`config.mk`:
```
export PLATFORM = sky130hd
export DESIGN_NAME = mutex_lock_fifo_handoff
export DESIGN_NICKNAME = d
export VERILOG_FILES = /design/src/sv/mlfh_pkg.sv /design/src/sv/mlfh_ram.sv /design/src/sv/mutex_lock_fifo_handoff.sv
export SDC_FILE = /design/constraint.sdc
export NUM_CORES = 1
export LEC_CHECK = 0
export BUFFER_PORTS_ARGS = -buffer_cell sky130_fd_sc_hd__buf_2
export CAP_MARGIN = 40
export CORE_ASPECT_RATIO = 1.4
export CORE_MARGIN = 2
export CORE_UTILIZATION = 50
export CTS_BUF_LIST = sky130_fd_sc_hd__clkbuf_2 sky130_fd_sc_hd__clkbuf_4 sky130_fd_sc_hd__clkbuf_8
export CTS_CLUSTER_SIZE = 40
export DETAILED_ROUTE_END_ITERATION = 8
export GPL_TIMING_DRIVEN = 0
export PLACE_DENSITY_LB_ADDON = 0.12
export SYNTH_ARGS = -nofsm -noshare
export SYNTH_HDL_FRONTEND = slang
export SYNTH_SLANG_ARGS = --single-unit
```
`constraint.sdc`:
```
create_clock -name clk -period 3.89 [get_ports clk]
set_clock_uncertainty 0.15 [all_clocks]
set_input_delay 0.5835 -clock clk [delete_from_list [all_inputs] [get_ports clk]]
set_output_delay 0.5835 -clock clk [all_outputs]
set_load 0.02 [all_outputs]
```
`src/sv/mlfh_pkg.sv`:
```
// Shared types and constants for the FIFO mutex lock with handoff.
`default_nettype none
package mlfh_pkg;

    localparam int QUEUE_DEPTH_DEF = 16;

    localparam int TID_W   = 8;
    localparam int IN_DW   = 8;   // thread_id
    localparam int IN_UW   = 1;   // operation
    localparam int OUT_DW  = 24;  // woken_thread, owner_now, busy_now, zero fill
    localparam int OUT_UW  = 4;   // status, woken_valid

    typedef enum logic [0:0] {
        OP_ACQUIRE = 1'b0,
        OP_RELEASE = 1'b1
    } op_t;

    typedef enum logic [2:0] {
        ST_GRANTED   = 3'd0,
        ST_ALREADY   = 3'd1,
        ST_QUEUED    = 3'd2,
        ST_NOT_OWNER = 3'd3,
        ST_FREED     = 3'd4,
        ST_HANDOFF   = 3'd5,
        ST_FULL      = 3'd6
    } status_t;

endpackage
`default_nettype wire

```
`src/sv/mlfh_ram.sv`:
```
// Generic single-write, single-read RAM with registered read data.
`default_nettype none
module mlfh_ram #(
    parameter int WIDTH = 8,
    parameter int DEPTH = 16,
    localparam int AW = (DEPTH > 1) ? $clog2(DEPTH) : 1
) (
    input  wire logic             clk,
    input  wire logic             wr_en,
    input  wire logic [AW-1:0]    wr_addr,
    input  wire logic [WIDTH-1:0] wr_data,
    input  wire logic [AW-1:0]    rd_addr,
    output logic      [WIDTH-1:0] rd_data
);

    logic [WIDTH-1:0] mem [DEPTH];

    always_ff @(posedge clk)
    begin
        if (wr_en)
        begin
            mem[wr_addr] <= wr_data;
        end
        rd_data <= mem[rd_addr];
    end

endmodule
`default_nettype wire

```
`src/sv/mutex_lock_fifo_handoff.sv`:
```
// Hardware mutex with a FIFO wait queue of thread identifiers.
//
// Requests enter on the s_axis channel: s_axis_tuser carries the operation
// (acquire or release), s_axis_tdata the requesting thread. Every request
// produces exactly one result on m_axis: the status and woken flag in tuser,
// the woken thread, the owner after the request and the busy flag in tdata.
// A result is registered and shows in the cycle after its request's transfer.
// Throughput is one request per cycle when unstalled; the lock state
// and queue pointers update in the same cycle, and the head entry of the
// queue RAM is read ahead so a handoff never waits on the RAM read port.
// A result register separates the two sides: s_axis_tready stays high while
// the result register is empty or being drained, so a stall on m_axis_tready
// holds the pending result and blocks new requests only while it lasts.
// Reset frees the lock, clears the owner to zero and empties the queue; the
// queue RAM needs no clearing since only written entries are ever read.
`default_nettype none
module mutex_lock_fifo_handoff #(
    parameter int QUEUE_DEPTH = mlfh_pkg::QUEUE_DEPTH_DEF
) (
    input  wire logic                        clk,
    input  wire logic                        rst_n,
    input  wire logic                        s_axis_tvalid,
    output logic                             s_axis_tready,
    input  wire logic [mlfh_pkg::IN_DW-1:0]  s_axis_tdata,  // [7:0] thread_id
    input  wire logic [mlfh_pkg::IN_UW-1:0]  s_axis_tuser,  // [0] operation
    output logic                             m_axis_tvalid,
    input  wire logic                        m_axis_tready,
    // [7:0] woken_thread, [15:8] owner_now, [16] busy_now, [23:17] zero
    output logic      [mlfh_pkg::OUT_DW-1:0] m_axis_tdata,
    // [2:0] status, [3] woken_valid
    output logic      [mlfh_pkg::OUT_UW-1:0] m_axis_tuser
);

    import mlfh_pkg::*;

    localparam int PTR_W = (QUEUE_DEPTH > 1) ? $clog2(QUEUE_DEPTH) : 1;
    localparam int CNT_W = $clog2(QUEUE_DEPTH + 1);
    localparam logic [PTR_W-1:0] PTR_LAST = PTR_W'(QUEUE_DEPTH - 1);
    localparam logic [CNT_W-1:0] CNT_FULL = CNT_W'(QUEUE_DEPTH);

    function automatic logic [PTR_W-1:0] ptr_inc(input logic [PTR_W-1:0] p);
        return (p == PTR_LAST) ? '0 : PTR_W'(p + 1'b1);
    endfunction

    // lock and queue state
    logic             busy_reg,  busy_next;
    logic [TID_W-1:0] owner_reg, owner_next;
    logic [PTR_W-1:0] head_reg,  head_next;
    logic [PTR_W-1:0] tail_reg,  tail_next;
    logic [CNT_W-1:0] cnt_reg,   cnt_next;

    // head read-ahead bypass
    logic             byp_valid_reg, byp_valid_next;
    logic [TID_W-1:0] byp_data_reg,  byp_data_next;

    // result register
    logic             out_valid_reg,  out_valid_next;
    status_t          status_reg,     status_next;
    logic             wv_reg,         wv_next;
    logic [TID_W-1:0] wt_reg,         wt_next;
    logic [TID_W-1:0] own_now_reg,    own_now_next;
    logic             busy_now_reg,   busy_now_next;

    logic             accept;
    logic             enq;
    op_t              op;
    logic [TID_W-1:0] tid;
    logic [TID_W-1:0] ram_rd;
    logic [TID_W-1:0] head_data;
    logic [PTR_W-1:0] head_eff;

    assign s_axis_tready = !out_valid_reg || m_axis_tready;
    assign accept        = s_axis_tvalid && s_axis_tready;
    assign op            = op_t'(s_axis_tuser[0]);
    assign tid           = s_axis_tdata[TID_W-1:0];
    assign head_data     = byp_valid_reg ? byp_data_reg : ram_rd;

    always_comb
    begin
        busy_next     = busy_reg;
        owner_next    = owner_reg;
        head_next     = head_reg;
        tail_next     = tail_reg;
        cnt_next      = cnt_reg;
        enq           = 1'b0;
        status_next   = ST_NOT_OWNER;
        wv_next       = 1'b0;
        wt_next       = '0;
        if (op == OP_ACQUIRE)
        begin
            if (busy_reg && owner_reg == tid)
            begin
                status_next = ST_ALREADY;
            end
            else if (!busy_reg)
            begin
                busy_next   = 1'b1;
                owner_next  = tid;
                status_next = ST_GRANTED;
            end
            else if (cnt_reg == CNT_FULL)
            begin
                status_next = ST_FULL;
            end
            else
            begin
                enq         = 1'b1;
                tail_next   = ptr_inc(tail_reg);
                cnt_next    = CNT_W'(cnt_reg + 1'b1);
                status_next = ST_QUEUED;
            end
        end
        else
        begin
            if (!busy_reg || owner_reg != tid)
            begin
                status_next = ST_NOT_OWNER;
            end
            else if (cnt_reg != '0)
            begin
                head_next   = ptr_inc(head_reg);
                cnt_next    = CNT_W'(cnt_reg - 1'b1);
                owner_next  = head_data;
                wv_next     = 1'b1;
                wt_next     = head_data;
                status_next = ST_HANDOFF;
            end
            else
            begin
                busy_next   = 1'b0;
                owner_next  = '0;
                status_next = ST_FREED;
            end
        end
        own_now_next  = busy_next ? owner_next : '0;
        busy_now_next = busy_next;
    end

    // read ahead at the head the queue will have after this cycle
    assign head_eff       = accept ? head_next : head_reg;
    assign byp_valid_next = accept && enq && (tail_reg == head_eff);
    assign byp_data_next  = tid;
    assign out_valid_next = s_axis_tready ? s_axis_tvalid : out_valid_reg;

    mlfh_ram #(
        .WIDTH (TID_W),
        .DEPTH (QUEUE_DEPTH)
    ) u_wait_ram (
        .clk     (clk),
        .wr_en   (accept && enq),
        .wr_addr (tail_reg),
        .wr_data (tid),
        .rd_addr (head_eff),
        .rd_data (ram_rd)
    );

    always_ff @(posedge clk or negedge rst_n)
    begin
        if (!rst_n)
        begin
            busy_reg      <= 1'b0;
            owner_reg     <= '0;
            head_reg      <= '0;
            tail_reg      <= '0;
            cnt_reg       <= '0;
            byp_valid_reg <= 1'b0;
            out_valid_reg <= 1'b0;
        end
        else
        begin
            byp_valid_reg <= byp_valid_next;
            out_valid_reg <= out_valid_next;
            if (accept)
            begin
                busy_reg  <= busy_next;
                owner_reg <= owner_next;
                head_reg  <= head_next;
                tail_reg  <= tail_next;
                cnt_reg   <= cnt_next;
            end
        end
    end

    always_ff @(posedge clk)
    begin
        byp_data_reg <= byp_data_next;
        if (accept)
        begin
            status_reg   <= status_next;
            wv_reg       <= wv_next;
            wt_reg       <= wt_next;
            own_now_reg  <= own_now_next;
            busy_now_reg <= busy_now_next;
        end
    end

    assign m_axis_tvalid = out_valid_reg;
    assign m_axis_tuser  = {wv_reg, status_reg};
    assign m_axis_tdata  = {{(OUT_DW - 2 * TID_W - 1){1'b0}}, busy_now_reg,
                            own_now_reg, wt_reg};

`ifndef SYNTHESIS
    a_cnt_bound: assert property (@(posedge clk) disable iff (!rst_n)
        cnt_reg <= CNT_FULL)
        else $error("wait count exceeds queue depth");

    a_free_empty: assert property (@(posedge clk) disable iff (!rst_n)
        !busy_reg |-> cnt_reg == '0)
        else $error("waiters present while lock is free");

    a_empty_ptrs: assert property (@(posedge clk) disable iff (!rst_n)
        cnt_reg == '0 |-> head_reg == tail_reg)
        else $error("empty queue with mismatched pointers");

    a_result_after_transfer: assert property (@(posedge clk) disable iff (!rst_n)
        accept |=> m_axis_tvalid)
        else $error("transfer produced no result");
`endif

endmodule
`default_nettype wire
```
==> results.py <==
metrics = {
    "global_routing": {
        "grt_overflow": 0,
        "gr-usage-all-layers_pct": 21.7,
        "grt_pass1_vias": 5055,
        "grt_first_pass_wirelength_mm": 27.9,
        "grt_max_degree": 25,
        "antenna_found_initial": 0,
    },
    "placed_design": {
        "place_area_um2": 8470,
        "dpl.cell_count": 832,
        "portBuffers": 35,
        "place_congestion": 0.925,
        "dpl.hpwl_mm": 12.8,
        "place_ws_ps": -393,
    },
    "flow_run": {
        "max_cap_violations": 0,
    },
    "detailed_routing": {
        "drtPass1Iterations": 5,
        "num_vias": 5003,
        "wire_per_inst_um": 20.7,
        "dr.first_iter.drc_count": 283,
        "ant_nets": 0,
        "routed_wl_mm": 17.9,
        "post-route-drc-count": 0,
        "post_drt_via_cell_ratio": 5.78,
    },
    "clock_tree": {
        "post_cts.repair.setup_buffers": 0,
        "cts_tree": "yes",
        "cts.path.max_buffers": 2,
        "ctsHtreeMaxLevel": 4,
        "root_buffer": "clkbuf_8",
        "clkLatencyLatePin_ps": 480,
        "path_clk_slew_ps": 90,
        "cts.sinks": 189,
        "cts_made_buffers": 17,
    },
    "critical_path": {
        "cp-startpoint": "s_axis_tdata[2]",
        "cp_slowest_cell": "or4b_2",
        "max_stage_delay_ps": 640,
        "critPathKind": "input pin to register",
        "r2r_start": "owner_reg[5]",
        "arrival_ps": 3750,
        "crit_path_cell_trace": "buf_2 -> xnor2_1 -> nand4_1 -> nor3_1 -> or4b_2 -> nor2_1 -> clkbuf_1 -> nand2_1 -> nor3_1 -> buf_2",
        "end_kind": "register",
        "required_ps": 3930,
        "critPathLaunchType": "input pin",
        "critPathMaxFanout": 19,
    },
    "worst_hold_path": {
        "min_from": "s_axis_tvalid",
        "hold_class": "input pin to register",
    },
    "synth": {
        "ys_seq_area_share_pct": 67.4,
        "ys_ff_latch": 189,
        "synth_cell_type_count": 47,
        "synth-async-reset-ratio_pct": 12.7,
        "ys.flop_type": "edfxtp_1",
        "synth_area_um2": 8010,
        "synth_edf_count": 149,
        "syn_avg_cell_area_um2": 13.6,
        "postSynthCellCount": 591,
        "ys.warnings.count": 0,
    },
    "die": {
        "pin_count": 43,
        "die_area_um2": 17100,
        "die_y_um": 154,
        "die_x_um": 111,
        "row_count": 54,
        "initial_utilization_pct": 51.3,
        "core_um2": 15600,
    },
    "finish": {
        "fin_cells": 865,
        "regArea_um2": 5400,
        "nets": 678,
        "syn2layout_area_growth_pct": 10.8,
        "diodes": 0,
        "drive_gt1_share_pct": 16.6,
        "multiInputGateArea_um2": 2320,
        "top_register": "u_wait_ram.mem",
        "final_cell_area_um2": 8880,
        "largest_reg_flops": 128,
        "post-route-util_pct": 56.9,
        "n_fill_cell": 1297,
    },
    "timing": {
        "tightest_slew_ps": 885,
        "report.final.slew_viol_count": 0,
        "timing_hold_violations_final": 0,
        "finalCritPeriodShare_pct": 95.4,
        "final.setup.worst_slack_ps": 178,
        "relSlewSlack_pct": 41.0,
        "layout_min_cycle_time_ps": 3710,
        "fmax_mhz": 269,
        "setup_viol": 0,
        "rsz0062_at_grt": "yes",
    },
    "power": {
        "vdd.ir_drop.worst_mv": 0.289,
        "fin_total_pwr_w": 0.00442,
        "leakage_nw": 3.33,
        "power_density_nw_per_um2": 498,
    },
    "run_status": {
        "status": "complete, no violations",
    },
}
cell type report:
type | count | area share, %
Sequential cell | 189 | 60.8
Multi-Input combinational cell | 340 | 26.2
Tap cell | 196 | 2.76
Clock buffer | 17 | 2.64
Timing Repair Buffer | 40 | 2.31
Buffer | 38 | 2.30
Clock inverter | 15 | 1.76
Inverter | 30 | 1.27
cells in the mapped netlist (9+ instances only):
cell	number	area [um^2]
a211oi_1	16	120
a21boi_0	16	120
a21oi_1	16	80.1
a311oi_1	16	140
buf_4	9	67.6
clkbuf_1	23	86.3
dfrtp_1	24	601
dfxtp_1	16	320
edfxtp_1	149	4470
inv_1	29	109
mux2_2	12	135
mux2i_1	10	100
nand2_1	54	203
nor2_1	35	131
o211a_1	16	160
o211ai_1	16	120
o21ai_0	29	145
or4_1	10	75.1
xnor2_1	18	158
cells by family (layout without fill, tap and decap cells):
logic type | after synthesis | after routing | share of synthesized area (%)
buffers and inverters | 68 | 140 | 3.92
adder cells (fa/ha/maj) | 9 | 9 | 1.50
other | 1 | 7 | 0.0468
AND/OR/NAND/NOR | 133 | 133 | 7.98
flip-flops | 189 | 189 | 67.4
XOR/XNOR | 19 | 19 | 2.08
multiplexers | 28 | 28 | 4.06
AO/OA/AOI/OAI | 144 | 144 | 13.1
critical path: cells and delay by family:
kind          cells  cell delay, ps
xor+xnor          1             180
buf+inv           3             990
simple gates      6            1990
through the flow:
stage          hold WS, ps  setup TNS, ps
2_1_floorplan          138              0
3_3_place_gp           371         -21090
3_5_place_dp           395         -18880
4_1_cts                169              0
5_1_grt                180           -259
6_report               201              0
power breakdown:
part / internal, W / switching [W] / total [W]
clock: 0.000530 / 0.000744 / 0.00127
sequential: 0.00233 / 0.0000988 / 0.00243
combinational: 0.000264 / 0.000448 / 0.000712
final timing paths:
kind	to	slack, ps	cells after the start
max reg2reg	u_wait_ram.rd_data[4]	180	8
min in group asynchronous	busy_reg	490	2
min	m_axis_tvalid	200	2
max in group asynchronous	head_reg[0]	2720	2
min reg2reg	owner_reg[0]	420	2
max	u_wait_ram.mem[1][7]	180	10
timing repair:
item / 4_1_cts / 5_1_grt
gates resized for setup: 0 / 4
hold endpoints to repair: 24 / 0
endpoints found under the setup margin: 0 / 17
hold buffers: 1 / 0
routing by layer:
layer  vias to the layer above  track usage [%]  part of all wire [%]
met4                         0             11.0                   3.6
li1                       2344                -                     -
met5                         -                0                     0
met3                        33             3.98                   4.1
met1                      2469             24.6                    39
met2                       157             39.2                    53
layout by cell type (no fill, tap or decap), types with 2 or more instances in the layout:
master and count:
clkbuf_2 2, nor2_1 35, nand3_1 7, dfxtp_1 16, nand4_1 5, nand2_1 54, nor4_1 3, dfrtp_1 24
inv_6 5, mux2_2 12, nand2b_1 4, a311oi_1 16, clkbuf_8 17, inv_8 2, xnor2_1 18, buf_2 41
o31ai_1 2, clkinv_2 2, mux2i_1 10, o211ai_1 16, clkinv_4 3, clkbuf_1 21, buf_6 3, a21boi_0 16
o211a_1 16, ha_1 8, conb_1 7, mux2_4 6, buf_4 9, a21oi_1 16, o2bb2ai_1 8, or4_1 10
a211oi_1 16, inv_1 29, and4_1 3, a21o_1 4, o21ai_0 29, nor3_1 7, edfxtp_1 149
Power figures use the tool's default switching activity.
